--- config.mk ---
export PLATFORM = sky130hd
export DESIGN_NAME = btmh_ram
export DESIGN_NICKNAME = d
export VERILOG_FILES = /design/src/rtl/binned_track_moment_histogram_assert.svh /design/src/rtl/btmh_ram.sv
export SDC_FILE = /design/constraint.sdc
export NUM_CORES = 1
export LEC_CHECK = 0
export ABC_AREA = 1
export BUFFER_PORTS_ARGS = -buffer_cell sky130_fd_sc_hd__buf_2
export CORE_MARGIN = 2
export CORE_UTILIZATION = 45
export DETAILED_ROUTE_END_ITERATION = 8
export MAX_ROUTING_LAYER = met4
export SETUP_SLACK_MARGIN = 0.02
export SLEW_MARGIN = 20
export SYNTH_ARGS = -nofsm -noshare
export SYNTH_HDL_FRONTEND = slang
export SYNTH_SLANG_ARGS = --single-unit
--- constraint.sdc ---
create_clock -name clk_i -period 1.6 [get_ports clk_i]
set_clock_uncertainty 0.1 [all_clocks]
set_input_delay 0.32 -clock clk_i [delete_from_list [all_inputs] [get_ports clk_i]]
set_output_delay 0.32 -clock clk_i [all_outputs]
set_load 0.01 [all_outputs]
--- src/rtl/binned_track_moment_histogram_assert.svh ---
`ifndef BINNED_TRACK_MOMENT_HISTOGRAM_ASSERT_SVH
`define BINNED_TRACK_MOMENT_HISTOGRAM_ASSERT_SVH
// -----------------------------------------------------------------------------
// Assertion macros for the binned track moment histogram.
// Both macros sample on clk_i and are disabled while rst_ni is low.
// -----------------------------------------------------------------------------

// The consequent must hold in the same cycle as the antecedent.
`define BTMH_ASSERT_SAME(label, ante, cons, msg) \
  label: assert property (@(posedge clk_i) disable iff (!rst_ni) (ante) |-> (cons)) \
    else $error(msg);

// The consequent must hold in the cycle after the antecedent.
`define BTMH_ASSERT_NEXT(label, ante, cons, msg) \
  label: assert property (@(posedge clk_i) disable iff (!rst_ni) (ante) |=> (cons)) \
    else $error(msg);

`endif

--- src/rtl/btmh_ram.sv ---
// -----------------------------------------------------------------------------
// btmh_ram
// Generic single-port-write, single-port-read RAM with a registered read.
// -----------------------------------------------------------------------------
module btmh_ram #(
  parameter int unsigned WIDTH = 8,
  parameter int unsigned DEPTH = 16,
  localparam int unsigned AW = (DEPTH > 1) ? $clog2(DEPTH) : 1
) (
  input  logic             clk_i,
  input  logic             we_i,
  input  logic [AW-1:0]    waddr_i,
  input  logic [WIDTH-1:0] wdata_i,
  input  logic             re_i,
  input  logic [AW-1:0]    raddr_i,
  output logic [WIDTH-1:0] rdata_o
);

  logic [WIDTH-1:0] mem_q [DEPTH];
  logic [WIDTH-1:0] rdata_q;

  // Write port and registered read port.
  always_ff @(posedge clk_i) begin
    if (we_i) begin
      mem_q[waddr_i] <= wdata_i;
    end
    if (re_i) begin
      rdata_q <= mem_q[raddr_i];
    end
  end

  assign rdata_o = rdata_q;

endmodule

==> results by stage <==
Outcome:
- The run finished with clean final reports.

STA:
- The minimum period implied by the final worst setup slack is 1.45 ns.
- The final critical-path share of the clock period is 90.3%.
- Once routing completed, OpenROAD measured the worst setup slack at 0.155 ns.
- The number of slew-limit violations in the final report is 0.
- Static timing analysis puts the maximum clock frequency at 0.692 GHz.
- Setup violations remaining at the end of the flow were counted as 0.
- The relative max-transition margin is 61.5%.
- The number of hold-slack violations in the final timing report is 0.
- Setup repair after global routing left no endpoint under its margin.
- Hold timing on the final database bottoms out at a slack of 0.172 ns.
- For the pin with the worst max-slew slack, the measured transition is 0.576 ns.

Placement:
- Input and output buffers added on the ports amount to 26.
- Before CTS, the worst setup slack after placement is -0.0437 ns.
- Routability-driven placement finished with a final weighted congestion of 0.888.
- Once placement finished, the instance area stood at 0.00629 mm^2.
- The HPWL after detailed placement is 8450 um.
- The number of placed instances, taps included, is 755.

Clock network:
- The clock sink count is 136.
- The worst-case clock buffer depth is 2.
- Clock-pin slew was measured on the worst setup and hold paths at 0.06 ns.
- The cell at the root of the clock tree is sky130_fd_sc_hd__clkbuf_16.
- The number of setup buffers added after CTS is 0.
- TritonCTS built the clock tree.
- Counting the buffers created by CTS gives 17.
- In this run, post-CTS repair resized a total of 0 instances.
- The clock network latency to the later pin of the worst-skew pair is 0.42 ns.
- Buffers inserted to repair hold after CTS numbered 0.
- The H-tree generated during clock tree synthesis spans 4 levels.

Power and ir drop:
- The worst-case IR drop observed on VDD is 0.742 mV.
- Summing internal, switching and leakage power gives 8.21 mW.
- The power density of the placed cells is 1200 mW/mm^2.
- The static power due to leakage is 2.97 nW.

Detailed routing:
- In the final routed layout, each cell accounts on average for 16.7 um.
- The total number of vias is 3,834.
- The overall routed net length is 13,100 um.
- Dividing the detail-routed via count by the number of cells gives 4.87.
- The detail route stage leaves a number of antenna-violating nets equal to 0.
- The number of remaining DRC errors is 0.
- The first routing iteration left 324 violations.
- The first-pass iteration count of the detailed router is 5.

Critical path:
- The endpoint of the worst register-to-register path is rdata_o[4].
- The worst setup path is of the flop to primary output kind.
- The kind of cell with the highest combined delay along the critical path is flip-flops.
- STA puts the critical path data required time at 1.18 ns.
- The worst setup path is launched from a flop.
- The logic depth of the worst path, buffers included is 1.
- The number of cells on the worst reg-to-reg path is 6.
- The count of buffer and inverter cells on the critical path is 1.
- At the worst endpoint, the arrival time is 1.03 ns.
- The worst setup path is captured at a primary output.
- In this run the register-to-register setup slack is 0.36 ns.
- The largest single stage delay on the critical path is 0.44 ns.
- The critical path goes through buf_2.
- The slowest stage of the critical path belongs to the cell sky130_fd_sc_hd__edfxtp_1.
- Of all nets on the critical path, the largest fanout is 1.
- The startpoint identified for the worst register-to-register timing path is mem_q[4][4].

GRT:
- Entering global routing, the biggest net connects 42 pins.
- The first global-routing pass estimated 20,800 um of wire.
- The initial antenna violation count is 0.
- Summed over all layers, the global routing overflow is 0.
- The via count of the first global-routing pass is 3,700.
- The overall track demand over capacity in global routing is 20.6%.

Floorplanning:
- The floorplan has 41 rows.
- For this configuration, the core starts out at a cell density of 46.1%.
- The number of top-level design ports is 27.
- The area of the die is 0.0139 mm^2.
- The die boundary width is 118 um.
- The die height is 118 um.
- The total area inside the core boundary comes to 0.0127 mm^2.

Flow run:
- The max-cap violation count is 0.

Synthesis:
- Of the synthesized area, sequential elements account for 69.8%.
- The number of synthesized register bits is 136.
- During synthesis, Yosys emitted a total of 0 warnings.
- The net count after synthesis is 570.
- The gate count of the mapped netlist is 551.
- The netlist uses 11 different library cells.
- The mapped cell area is 0.00585 mm^2.
- A synthesized cell averages 10.6 um^2.

Layout:
- The final design instance area without fill is 0.00685 mm^2.
- The count of inserted antenna diode cells is 0.
- The share of cells above drive strength 1 is 14.1%.
- The synthesis-to-layout area growth is 17.2%.
- The final cell count without fillers is 787.
- The final-stage net count is 621.

Hold path:
- The startpoint of the tightest hold check path is re_i.
- The worst min-delay path endpoint is rdata_o[5].
- In this run the worst hold path is classified as primary input to flop.
- Counting instances, the worst hold path has a depth of 1.
-- sequential cells by signal, summed over array words and instances, names as in the netlist --
name,count
mem_q,128
rdata_o,8
-- power breakdown --
group | leakage [nW] | switching, mW | internal, mW
logic | 1.46 | 0.351 | 0.160
registers | 1.24 | 0.0231 | 4.02
clock network | 0.274 | 1.40 | 2.27
total | 2.97 | 1.77 | 6.44
-- synth_stat cells --
cell,n,area [um^2]
sky130_fd_sc_hd__buf_6,6,67.6
sky130_fd_sc_hd__buf_2,13,65.1
sky130_fd_sc_hd__buf_1,1,3.75
sky130_fd_sc_hd__edfxtp_1,136,4080
sky130_fd_sc_hd__nand2_1,173,649
sky130_fd_sc_hd__buf_4,4,30.0
sky130_fd_sc_hd__inv_1,100,375
sky130_fd_sc_hd__nand3_1,97,485
sky130_fd_sc_hd__nand3b_1,2,15.0
sky130_fd_sc_hd__nor2_1,17,63.8
sky130_fd_sc_hd__inv_2,2,7.51
-- stage by stage --
stage	utilization [%]	TNS [ns]
after floorplan	-	0
after global placement	49.6	-0.0285
after detailed placement	49.6	-0.110
after CTS	54.1	0
after global routing	54.1	0
final	54.1	0
-- layout make-up --
type                    instances  area [um^2]
clock buffers                  18          429
clock inverters                14          134
fillers                      1112         5820
inverters                     102          383
multi-input cells             289         1210
flip-flops and latches        136         4080
well taps                     172          215
repair buffers                 56          393
-- placed cells by master, fill, tap and decap left out, types with 3 or more instances in the layout --
master / Yosys / routed
sky130_fd_sc_hd__nand3_1: 97 / 97
sky130_fd_sc_hd__buf_12: 0 / 3
sky130_fd_sc_hd__nand2_1: 173 / 173
sky130_fd_sc_hd__edfxtp_1: 136 / 136
sky130_fd_sc_hd__inv_1: 100 / 100
sky130_fd_sc_hd__buf_4: 4 / 27
sky130_fd_sc_hd__nor2_1: 17 / 17
sky130_fd_sc_hd__buf_2: 13 / 26
sky130_fd_sc_hd__clkbuf_16: 0 / 17
sky130_fd_sc_hd__clkinv_2: 0 / 5
sky130_fd_sc_hd__clkinv_4: 0 / 3
-- how the worst max path moves through the flow --
stage | start | end | slack, ns
floorplan | waddr_i[2] | mem_q[10][0] | 0.23
global placement | raddr_i[0] | rdata_o[5] | -0.01
detailed placement | raddr_i[0] | rdata_o[4] | -0.04
CTS | rdata_o[7] | rdata_o[7] | 0.13
global route | rdata_o[7] | rdata_o[7] | 0.13
finish | rdata_o[7] | rdata_o[7] | 0.15
-- metal layers --
layer | routed length, um | up-vias | track usage, % | part of all wire (%)
li1 | - | 1883 | - | -
met1 | 6150 | 1820 | 27.9 | 47
met2 | 6140 | 115 | 30.7 | 47
met3 | 660 | 16 | 5.14 | 5.0
met4 | 163 | 0 | 6.70 | 1.2
met5 | 0 | - | - | 0
-- logic make-up after synthesis --
logic type | Yosys count | synth area share [%]
buffers and inverters | 126 | 9.39
and+or+nand+nor | 289 | 20.8
DFF | 136 | 69.8
No activity file was read; power rests on OpenSTA's default activity.
