<file path="src/rtl/binned_track_moment_histogram_assert.svh">
`ifndef BINNED_TRACK_MOMENT_HISTOGRAM_ASSERT_SVH
`define BINNED_TRACK_MOMENT_HISTOGRAM_ASSERT_SVH
// -----------------------------------------------------------------------------
// Assertion macros for the binned track moment histogram.
// Both macros sample on clk_i and are disabled while rst_ni is low.
// -----------------------------------------------------------------------------

// The consequent must hold in the same cycle as the antecedent.
`define BTMH_ASSERT_SAME(label, ante, cons, msg) \
  label: assert property (@(posedge clk_i) disable iff (!rst_ni) (ante) |-> (cons)) \
    else $error(msg);

// The consequent must hold in the cycle after the antecedent.
`define BTMH_ASSERT_NEXT(label, ante, cons, msg) \
  label: assert property (@(posedge clk_i) disable iff (!rst_ni) (ante) |=> (cons)) \
    else $error(msg);

`endif

</file>
<file path="src/rtl/btmh_pkg.sv">
// -----------------------------------------------------------------------------
// btmh_pkg
// Shared types and constants of the binned track moment histogram: command
// and status codes, controller states, bin accumulator layout.
// -----------------------------------------------------------------------------
package btmh_pkg;

  // Field widths fixed by the interface.
  localparam int unsigned CMD_W  = 2;
  localparam int unsigned CNT_W  = 16;
  localparam int unsigned SUM_W  = 32;
  localparam int unsigned SQ_W   = 48;
  localparam int unsigned PT_W   = 16;
  localparam int unsigned REF_W  = 16;
  localparam int unsigned NBIN_W = 4;

  // Number of regular pt bins after reset.
  localparam logic [NBIN_W-1:0] PT_BINS_RESET = 4'd8;

  // Input commands.
  typedef enum logic [CMD_W-1:0] {
    CMD_NEW_EVENT    = 2'd0,
    CMD_ADD_TRACK    = 2'd1,
    CMD_SET_REF_MULT = 2'd2,
    CMD_QUERY        = 2'd3
  } cmd_e;

  // Result status codes.
  typedef enum logic [2:0] {
    STAT_OK      = 3'd0,
    STAT_PHI_NEG = 3'd1,
    STAT_PHI_BIG = 3'd2,
    STAT_ETA_NEG = 3'd3,
    STAT_ETA_BIG = 3'd4,
    STAT_PT_NEG  = 3'd5,
    STAT_PT_BIG  = 3'd6,
    STAT_DROPPED = 3'd7
  } status_e;

  // Controller states.
  typedef enum logic [3:0] {
    ST_INIT  = 4'b0001,
    ST_IDLE  = 4'b0010,
    ST_WORK  = 4'b0100,
    ST_CLEAR = 4'b1000
  } state_e;

  // One bin of one charge set as stored in memory.
  typedef struct packed {
    logic [SQ_W-1:0]  ptsq_sum;
    logic [SUM_W-1:0] pt_sum;
    logic [CNT_W-1:0] count;
  } bin_acc_t;

  // Decoded operation handed from the decoder to the controller.
  typedef struct packed {
    status_e status;
    logic    to_plus;
    logic    to_minus;
    logic    query_ok;
  } bin_op_t;

endpackage

</file>
<file path="src/rtl/btmh_decode.sv">
// -----------------------------------------------------------------------------
// btmh_decode
// Range checks of an incoming transaction and bin address computation.
// -----------------------------------------------------------------------------
module btmh_decode #(
  parameter int unsigned PHI_BINS = 16,
  parameter int unsigned ETA_BINS = 16,
  parameter int unsigned ADDR_W   = 12
) (
  input  logic [btmh_pkg::CMD_W-1:0]  command_i,
  input  logic signed [5:0]           phi_index_i,
  input  logic signed [5:0]           eta_index_i,
  input  logic signed [4:0]           pt_index_i,
  input  logic signed [1:0]           charge_sign_i,
  input  logic [btmh_pkg::NBIN_W-1:0] nbins_i,
  output logic [ADDR_W-1:0]           addr_o,
  output btmh_pkg::bin_op_t           op_o
);
  import btmh_pkg::*;

  localparam logic [4:0] PHI_LIM = 5'(PHI_BINS);
  localparam logic [4:0] ETA_LIM = 5'(ETA_BINS);

  cmd_e              cmd;
  logic              phi_neg, phi_big, eta_neg, eta_big;
  logic              pt_neg, pt_over, pt_big, in_range;
  logic [NBIN_W-1:0] pt_mag, bin_pt;

  // Index checks.
  always_comb begin
    cmd      = cmd_e'(command_i);
    phi_neg  = phi_index_i[5];
    phi_big  = !phi_index_i[5] && (phi_index_i[4:0] >= PHI_LIM);
    eta_neg  = eta_index_i[5];
    eta_big  = !eta_index_i[5] && (eta_index_i[4:0] >= ETA_LIM);
    pt_neg   = pt_index_i[4];
    pt_mag   = pt_index_i[3:0];
    pt_over  = pt_neg || (pt_mag >= nbins_i);
    pt_big   = !pt_neg && (pt_mag > nbins_i);
    in_range = !(phi_neg || phi_big || eta_neg || eta_big);
    // Tracks outside the regular pt bins land in the overflow bin.
    bin_pt   = ((cmd == CMD_ADD_TRACK) && pt_over) ? nbins_i : pt_mag;
  end

  // Linear bin address: pt bin major, then phi, then eta.
  assign addr_o = (ADDR_W'(bin_pt) * ADDR_W'(PHI_BINS) + ADDR_W'(phi_index_i[4:0]))
                  * ADDR_W'(ETA_BINS) + ADDR_W'(eta_index_i[4:0]);

  // Operation and status.
  always_comb begin
    op_o          = '0;
    op_o.status   = STAT_OK;
    unique case (cmd)
      CMD_NEW_EVENT: begin
      end
      CMD_ADD_TRACK: begin
        if (!in_range) begin
          op_o.status = STAT_DROPPED;
        end else begin
          op_o.to_plus  = !charge_sign_i[1] && charge_sign_i[0];
          op_o.to_minus = charge_sign_i[1];
        end
      end
      CMD_SET_REF_MULT: begin
      end
      CMD_QUERY: begin
        priority if (phi_neg) begin
          op_o.status = STAT_PHI_NEG;
        end else if (phi_big) begin
          op_o.status = STAT_PHI_BIG;
        end else if (eta_neg) begin
          op_o.status = STAT_ETA_NEG;
        end else if (eta_big) begin
          op_o.status = STAT_ETA_BIG;
        end else if (pt_neg) begin
          op_o.status = STAT_PT_NEG;
        end else if (pt_big) begin
          op_o.status = STAT_PT_BIG;
        end else begin
          op_o.query_ok = 1'b1;
        end
      end
      default: begin
      end
    endcase
  end

endmodule

</file>
<file path="config.mk">
export PLATFORM = sky130hd
export DESIGN_NAME = btmh_decode
export DESIGN_NICKNAME = d
export VERILOG_FILES = /design/src/rtl/binned_track_moment_histogram_assert.svh /design/src/rtl/btmh_pkg.sv /design/src/rtl/btmh_decode.sv
export SDC_FILE = /design/constraint.sdc
export NUM_CORES = 1
export LEC_CHECK = 0
export BUFFER_PORTS_ARGS = -buffer_cell sky130_fd_sc_hd__buf_2
export CAP_MARGIN = 20
export CORE_UTILIZATION = 40
export DETAILED_ROUTE_END_ITERATION = 10
export GPL_TIMING_DRIVEN = 0
export PLACE_DENSITY = 0.9
export SLEW_MARGIN = 20
export SYNTH_ARGS = -nofsm -noshare
export SYNTH_HDL_FRONTEND = slang
export SYNTH_SLANG_ARGS = --single-unit
</file>
<file path="constraint.sdc">
create_clock -name vclk -period 3.46
set_input_delay 0.346 -clock vclk [all_inputs]
set_output_delay 0.346 -clock vclk [all_outputs]
set_load 0.02 [all_outputs]
</file>
==> results.toml <==
[outcome]
outcome = "complete, no violations"

[die]
dieArea_sq_um = 1568
core_sq_um = 1301
die_x_um = 39.60
die_y_um = 39.60
ios = 43
row_count = 13
start_util = 0.4346

[worst_setup_path]
worstSetupPathType = "in2out"
crit_chain = "buf_4 > inv_2 > ha_4 > nor2b_4 > o211ai_2 > a311o_1 > buf_6 > mux2_4 > ha_4 > ha_4 > and2_1 > o2111a_1 > a211oi_2 > xor2_1 > buf_4"
start_kind = "input pin"
end_kind = "output pin"
cp_max_fo = 5
crit_slowest_cell = "a311o_1"
critical_path_arrival_ns = 3.01
cp.required_ns = 3.11
crit_path_max_incr_delay_ns = 0.34
critPathMostFrequentCell = "ha_4"

[pwr]
p_per_area_nw_per_um2 = 157.8
p_leak_uw = 0.0004523
ir_worst_vdd_mv = 0.08122

[place]
gp_congestion = 0.7390
placed_area_sq_um = 774.5
io_buffers = 38
dpl.hpwl_mm = 1.252
pre_cts_slack_ns = -0.1212

[global_route]
grt_use_total = 0.1860
grt_first_pass_wirelength_mm = 2.139
grt_max_degree = 11
grt_overflow = 0
first_global_vias = 562
antenna_found_initial = 0

[detailed_routing]
viasPerCell = 5.238
first_pass_iters = 4
drc_errors = 0
via_count = 749
wl_mm = 1.609
drtAntennaViolNets = 0
drtIter0Drc = 12
wire_per_inst_um = 11.25

[yosys]
seq_area_frac_synth = 0
yosysWarnings = 0
syn_nets = 121
avgSynthCellArea_sq_um = 6.427
synth_cell_types = 29
synth_cells = 88
synthesis.area_sq_um = 565.5

[final_layout]
seq_cell_count = 0
n_fill_cell = 125
nNetsFinal = 163
final_common_cell = "buf_2"
design_area_sq_um = 865.8
fin_util = 0.6654
area_delta_synth_final_pct = 53.10
seq_area_sq_um = 0
final_cell_mix = "35 x buf_2, 11 x nand2_1, 11 x nor2_1"
drive_gt1_frac = 0.4609
diodes = 0
multi_input_area_sq_um = 559.3
n_clock_buffer = 0

[sta]
fin_ws_ns = 0.1050
hold_slack_ns = 0.9079
finalHoldViolCount = 0
final_max_slew_viol_count = 0
tightestPinTransition_ns = 0.4528
setup_viol = 0
slew-limit-headroom = 0.6958
period_minus_slack_ns = 3.355
fmax_mhz = 298.1
post-route-period-util = 0.9697

[run]
cap_viol_max_count = 0

[worst_hold_path]
hold_class = "in2out"

[cts]
postCtsHoldBufs = 0
per-stage QoR:
stage | total power [uW] | instances | setup TNS (ns)
CTS | 125.6 | 141 | 0
detailed placement | 117.9 | 141 | -0.1818
finish | 136.6 | 143 | 0
floorplan | 78.51 | 88 | 0
global placement | 114.4 | 141 | -0.06179
global route | 148.3 | 143 | -0.01596
layer usage:
layer  GRT usage  up-vias  share of wire
li1            -      383              -
met1      0.2475      333           0.42
met2      0.3443       33           0.51
met3    0.005682        0          0.061
met4           0        0              0
met5           0        -              0
cells by family after synthesis:
family | count (synthesis) | share of synthesized area
and+or+nand+nor | 40 | 0.3208
AOI/OAI and AO/OA | 17 | 0.2234
buffers and inverters | 14 | 0.1327
adders and majority gates | 8 | 0.1770
xor gates and xnor gates | 7 | 0.1084
muxes | 2 | 0.03761
what timing repair did:
action                                  4_1_cts  5_1_grt
pin swaps                                     0        7
setup buffers                                 0        2
endpoints found under the setup margin        2        2
gates resized for setup                       7       10
synth_stat cells, drive strengths merged (2+ instances only):
master   n  area, sq um
a211oi   3        27.52
a21oi    6        30.03
a31oi    2        12.51
buf      5        41.29
ha       8        100.1
inv      8        30.03
nand2   11        41.29
nand3    7        35.03
nor2    12        45.04
nor3     3        15.01
or2      2        12.51
xnor2    4        35.03
xor2     3        26.28
report_power, final:
| part | switching, uW | internal (uW) | total (uW) | leakage (uW) |
|---|---|---|---|---|
| registers | 0 | 0 | 0 | 0 |
| logic | 74.7 | 61.8 | 137 | 0.000452 |
| clock network | 0 | 0 | 0 | 0 |
worst paths after layout:
| check | depth (start not counted) | startpoint | end | slack (ns) |
|---|---|---|---|---|
| setup / recovery | 15 | nbins_i[1] | addr_o[11] | 0.10 |
| hold / removal | 2 | eta_index_i[0] | addr_o[0] | 0.91 |
area by class of cell:
type	count	share of cell area
plain buffers	6	0.05202
inverters	8	0.03468
well taps	15	0.02168
multi-input cells	74	0.6460
repair buffers	40	0.2457
critical path, delay by kind of cell:
kind	cells	cell delay, ns
AOI/OAI and AO/OA	4	0.89
and+or+nand+nor	2	0.26
buffers and inverters	4	0.42
xor gates and xnor gates	1	0.16
muxes	1	0.31
adders and majority gates	3	0.62
No activity file was read; power rests on OpenSTA's default activity.
