===== config.mk =====
export PLATFORM = sky130hd
export DESIGN_NAME = btmh_accum
export DESIGN_NICKNAME = d
export VERILOG_FILES = /design/src/rtl/binned_track_moment_histogram_assert.svh /design/src/rtl/btmh_pkg.sv /design/src/rtl/btmh_accum.sv
export SDC_FILE = /design/constraint.sdc
export NUM_CORES = 1
export LEC_CHECK = 0
export ABC_AREA = 1
export BUFFER_PORTS_ARGS = -buffer_cell sky130_fd_sc_hd__buf_4
export CORE_MARGIN = 2
export CORE_UTILIZATION = 45
export DETAILED_ROUTE_END_ITERATION = 8
export PLACE_DENSITY = 0.71
export SLEW_MARGIN = 20
export SYNTH_ARGS = -nofsm -noshare
export SYNTH_HDL_FRONTEND = slang
export SYNTH_SLANG_ARGS = --single-unit

===== constraint.sdc =====
create_clock -name vclk -period 3.6
set_clock_uncertainty 0.15 [all_clocks]
set_input_delay 0.18 -clock vclk [all_inputs]
set_output_delay 0.18 -clock vclk [all_outputs]
set_load 0.02 [all_outputs]

===== src/rtl/binned_track_moment_histogram_assert.svh =====
`ifndef BINNED_TRACK_MOMENT_HISTOGRAM_ASSERT_SVH
`define BINNED_TRACK_MOMENT_HISTOGRAM_ASSERT_SVH
// -----------------------------------------------------------------------------
// Assertion macros for the binned track moment histogram.
// Both macros sample on clk_i and are disabled while rst_ni is low.
// -----------------------------------------------------------------------------

// The consequent must hold in the same cycle as the antecedent.
`define BTMH_ASSERT_SAME(label, ante, cons, msg) \
  label: assert property (@(posedge clk_i) disable iff (!rst_ni) (ante) |-> (cons)) \
    else $error(msg);

// The consequent must hold in the cycle after the antecedent.
`define BTMH_ASSERT_NEXT(label, ante, cons, msg) \
  label: assert property (@(posedge clk_i) disable iff (!rst_ni) (ante) |=> (cons)) \
    else $error(msg);

`endif


===== src/rtl/btmh_pkg.sv =====
// -----------------------------------------------------------------------------
// btmh_pkg
// Shared types and constants of the binned track moment histogram: command
// and status codes, controller states, bin accumulator layout.
// -----------------------------------------------------------------------------
package btmh_pkg;

  // Field widths fixed by the interface.
  localparam int unsigned CMD_W  = 2;
  localparam int unsigned CNT_W  = 16;
  localparam int unsigned SUM_W  = 32;
  localparam int unsigned SQ_W   = 48;
  localparam int unsigned PT_W   = 16;
  localparam int unsigned REF_W  = 16;
  localparam int unsigned NBIN_W = 4;

  // Number of regular pt bins after reset.
  localparam logic [NBIN_W-1:0] PT_BINS_RESET = 4'd8;

  // Input commands.
  typedef enum logic [CMD_W-1:0] {
    CMD_NEW_EVENT    = 2'd0,
    CMD_ADD_TRACK    = 2'd1,
    CMD_SET_REF_MULT = 2'd2,
    CMD_QUERY        = 2'd3
  } cmd_e;

  // Result status codes.
  typedef enum logic [2:0] {
    STAT_OK      = 3'd0,
    STAT_PHI_NEG = 3'd1,
    STAT_PHI_BIG = 3'd2,
    STAT_ETA_NEG = 3'd3,
    STAT_ETA_BIG = 3'd4,
    STAT_PT_NEG  = 3'd5,
    STAT_PT_BIG  = 3'd6,
    STAT_DROPPED = 3'd7
  } status_e;

  // Controller states.
  typedef enum logic [3:0] {
    ST_INIT  = 4'b0001,
    ST_IDLE  = 4'b0010,
    ST_WORK  = 4'b0100,
    ST_CLEAR = 4'b1000
  } state_e;

  // One bin of one charge set as stored in memory.
  typedef struct packed {
    logic [SQ_W-1:0]  ptsq_sum;
    logic [SUM_W-1:0] pt_sum;
    logic [CNT_W-1:0] count;
  } bin_acc_t;

  // Decoded operation handed from the decoder to the controller.
  typedef struct packed {
    status_e status;
    logic    to_plus;
    logic    to_minus;
    logic    query_ok;
  } bin_op_t;

endpackage


===== src/rtl/btmh_accum.sv =====
// -----------------------------------------------------------------------------
// btmh_accum
// Saturating bin update and the combined sums returned by a query.
// -----------------------------------------------------------------------------
module btmh_accum (
  input  btmh_pkg::bin_acc_t             plus_i,
  input  btmh_pkg::bin_acc_t             minus_i,
  input  logic [btmh_pkg::PT_W-1:0]      track_pt_i,
  input  logic [2*btmh_pkg::PT_W-1:0]    pt_sq_i,
  output btmh_pkg::bin_acc_t             plus_upd_o,
  output btmh_pkg::bin_acc_t             minus_upd_o,
  output logic [btmh_pkg::CNT_W:0]       count_total_o,
  output logic signed [btmh_pkg::CNT_W:0] count_diff_o,
  output logic [btmh_pkg::SUM_W:0]       pt_sum_total_o,
  output logic [btmh_pkg::SQ_W:0]        ptsq_sum_total_o
);
  import btmh_pkg::*;

  // Adds one track to a bin, each field held at its top value.
  function automatic bin_acc_t sat_update(bin_acc_t acc, logic [PT_W-1:0] pt,
                                          logic [2*PT_W-1:0] sq);
    bin_acc_t       res;
    logic [CNT_W:0] cnt_sum;
    logic [SUM_W:0] pt_sum;
    logic [SQ_W:0]  sq_sum;
    cnt_sum      = {1'b0, acc.count} + (CNT_W+1)'(1);
    pt_sum       = {1'b0, acc.pt_sum} + (SUM_W+1)'(pt);
    sq_sum       = {1'b0, acc.ptsq_sum} + (SQ_W+1)'(sq);
    res.count    = cnt_sum[CNT_W] ? '1 : cnt_sum[CNT_W-1:0];
    res.pt_sum   = pt_sum[SUM_W] ? '1 : pt_sum[SUM_W-1:0];
    res.ptsq_sum = sq_sum[SQ_W] ? '1 : sq_sum[SQ_W-1:0];
    return res;
  endfunction

  // Updated bins for both charge sets; the controller writes at most one of them.
  assign plus_upd_o  = sat_update(plus_i, track_pt_i, pt_sq_i);
  assign minus_upd_o = sat_update(minus_i, track_pt_i, pt_sq_i);

  // Query totals.
  assign count_total_o    = {1'b0, plus_i.count} + {1'b0, minus_i.count};
  assign count_diff_o     = {1'b0, plus_i.count} - {1'b0, minus_i.count};
  assign pt_sum_total_o   = {1'b0, plus_i.pt_sum} + {1'b0, minus_i.pt_sum};
  assign ptsq_sum_total_o = {1'b0, plus_i.ptsq_sum} + {1'b0, minus_i.ptsq_sum};

endmodule


==> run summary <==
STATUS
--------------------------------------------------------------------------------
Status                                                              finished, final reports clean

DETAILED ROUTING
--------------------------------------------------------------------------------
Initial drt markers                                                         2928
Total number of vias                                                       26870
Number of routed nets with antenna violations                                  0
Routed length per instance                                              19.39 um
First-pass iteration count of the detailed router                              8
Vias per inst                                                              5.436
Aggregate routed wire length                                            95850 um
Drc violations                                                                 0

FLOORPLAN
--------------------------------------------------------------------------------
Width of the chip                                                       211.2 um
Core box area                                                         42130 um^2
Ports placed on the boundary                                                 548
Height of the chip                                                      211.2 um
Die area                                                              44620 um^2
Starting Density                                                          45.86%
Row count                                                                     75

STA
--------------------------------------------------------------------------------
Final number of hold-violating endpoints                                       0
Unrepaired setup endpoints after global routing                               no
Achievable frequency                                                  0.3359 GHz
Final Max Tran Viols                                                           0
Summed negative setup slack over all endpoints                              0 ps
Post-layout minimum cycle time                                           2977 ps
Slew at the pin closest to its max-slew limit                           845.7 ps
Relative max-transition margin                                            43.02%
Final setup fails                                                              0
Share of the clock period used by the worst path                          82.70%
Post-layout worst setup margin                                          622.8 ps

WORST SETUP PATH
--------------------------------------------------------------------------------
Type of the setup path with the least slack                         primary input to primary output
Crit path capture type                                              primary output
Startpoint Class                                                    primary input
Cell chain of the critical path                                     buf_4 > ha_1 > fa_1 > nand2_1 > nand3_1 > nand4_1 > nand2_1 > nand3_1 > o21ai_2 > nand2_1 > buf_4 > nand3_1 > buf_4
Crit path arrival time                                                   2650 ps
Largest fanout on the critical path                                           21
Crit-path slowest cell                                                   nand2_1
Max incr delay on CP                                                      540 ps
Data required time at the worst endpoint                                 3270 ps

CLOCKING
--------------------------------------------------------------------------------
Resize count post-CTS                                                          0
Post CTS Setup Buffer Count                                                    0
Number of hold-repair buffers added at the cts stage                           0

LOGIC SYNTHESIS
--------------------------------------------------------------------------------
Adder and majority cell fraction of the synthesized area                  14.43%
Post-Syn Instances                                                          3876
Yosys warns                                                                    0
Cell variety after synth                                                      50
Compound-Gate Fraction of Synth Area                                      8.954%
Mean instance size in the synthesized netlist                         4.986 um^2
Area of the mapped netlist                                            19320 um^2
Main combinational cell family by area after synthesis              simple AND/OR/NAND/NOR gates
Synthesized Nets                                                            4334
Post-Synth Simple-Gate Area                                               54.57%
Most area-hungry cell type in the Yosys netlist                          nand2_1
Post-synth top area share                                                 27.06%
Sequential fraction of the synthesis area                                     0%
Synthesized-area fraction occupied by xor and xnor cells                  6.028%
Synth area leaders                                                  nand2_1 27%, inv_1 15%, ha_1 14%
Multiplexer area fraction after synthesis                                     0%

CELLS AND AREA
--------------------------------------------------------------------------------
Leading cell type in the layout, fill and taps excluded                  nand2_1
Total of clock buffers placed in the layout                                    0
Count of sequential standard cells                                             0
Share of the core filled with cells in the final layout                   56.83%
Final-stage net count                                                       4858
Total area of multi-input combinational cells                         16230 um^2
Area growth from synthesis to layout                                      23.92%
Fill count                                                                  4673
Footprint of the flip-flops and latches                                   0 um^2
Most used cells in the layout excluding fill and tap cells          1393 x nand2_1, 750 x inv_1, 550 x buf_4
Ratio of cells with drive above 1 in the final layout                     16.26%

POWER AND IR DROP
--------------------------------------------------------------------------------
Leakage power                                                           14.95 nW
Pwr/cell area                                                       216.4 nW/um^2
Worst IR Drop VDD                                                      0.1885 mV

PLACE
--------------------------------------------------------------------------------
Routability congestion estimate from global placement                      1.146
Detailed Place HPWL                                                     86450 um
Number of I/O port buffers                                                   548
Worst Setup Slack post-DPL                                              655.6 ps

GLOBAL ROUTING
--------------------------------------------------------------------------------
Via count of the first global-routing pass                                 24200
Wire length of the first global-routing pass                           141200 um
Final global-route overflow total                                              0
Maximum number of pins on one net before global-route repair                  33
Number of antenna violations at the first check in global routing              6
Global-route usage over all layers                                        41.12%

JOB
--------------------------------------------------------------------------------
MaxCap Viol Count                                                              0

MIN PATH
--------------------------------------------------------------------------------
Hold crit path type                                                 primary input to primary output

==> worst max-delay path, delay by kind of cell <==
family                     cells  cell delay, ps
and+or+nand+nor                7            1210
adders and majority gates      2             600
buffers and inverters          3             580
AOI/OAI and AO/OA              1              70
==> cell usage after synthesis, drive strengths merged <==
library cell     n
o21ai           90
a21boi           7
or2             45
a32oi            1
nand3b          19
nor4             9
nand2b           1
nand3          368
nor2           401
a211oi           1
clkbuf           7
ha             210
nand4           81
nand2         1423
inv            772
a22oi            2
o21bai          21
a221oi           1
a21oi          160
o31ai            3
o21a             5
nor3            60
xor2           126
fa               8
and2             7
xnor2            7
a31oi            2
buf             21
a21o            15
o211ai           2
o211a            1
==> cell type report <==
class	count	share of cell area, %
Timing Repair Buffer	550	17.24
Multi-Input combinational cell	3076	67.77
Tap cell	539	2.816
Inverter	772	12.11
Antenna cell	6	0.06270
==> metrics by stage <==
stage | std cells | hold slack, ps | power (mW) | cell area, um^2
floorplan | 3876 | 331.6 | 2.941 | 19320
global placement | 4937 | 513.1 | 5.059 | 23930
detailed placement | 4937 | 517.7 | 5.050 | 23930
CTS | 4937 | 517.8 | 5.071 | 23930
global route | 4942 | 530.0 | 5.528 | 23940
finish | 4943 | 517.9 | 5.182 | 23950
==> layer usage <==
metal / vias up / routed length, um / track usage [%]
li1: 13170 / - / -
met1: 11950 / 41110 / 57.37
met2: 1532 / 39830 / 63.45
met3: 211 / 11410 / 7.701
met4: 4 / 3471 / 13.09
met5: - / 31 / 0
==> power by group <==
group	switching, mW	total, mW	internal, mW
combinational	3.36	5.18	1.82
sequential	0	0	0
clock	0	0.000000216	0.000000216
==> logic make-up (layout without fill, tap and decap cells) <==
| family | after synthesis | in the layout |
|---|---|---|
| other | 0 | 6 |
| buffers and inverters | 800 | 1322 |
| AND/OR/NAND/NOR | 2414 | 2414 |
| XOR/XNOR | 133 | 133 |
| AO/OA/AOI/OAI | 311 | 311 |
| adder cells (fa/ha/maj) | 218 | 218 |
==> worst paths after layout <==
kind,startpoint,slack [ps],to,cells after the start
hold / removal,plus_i[0],520,plus_upd_o[0],3
setup / recovery,plus_i[16],620,plus_upd_o[39],13
No activity file was read; power rests on OpenSTA's default activity.
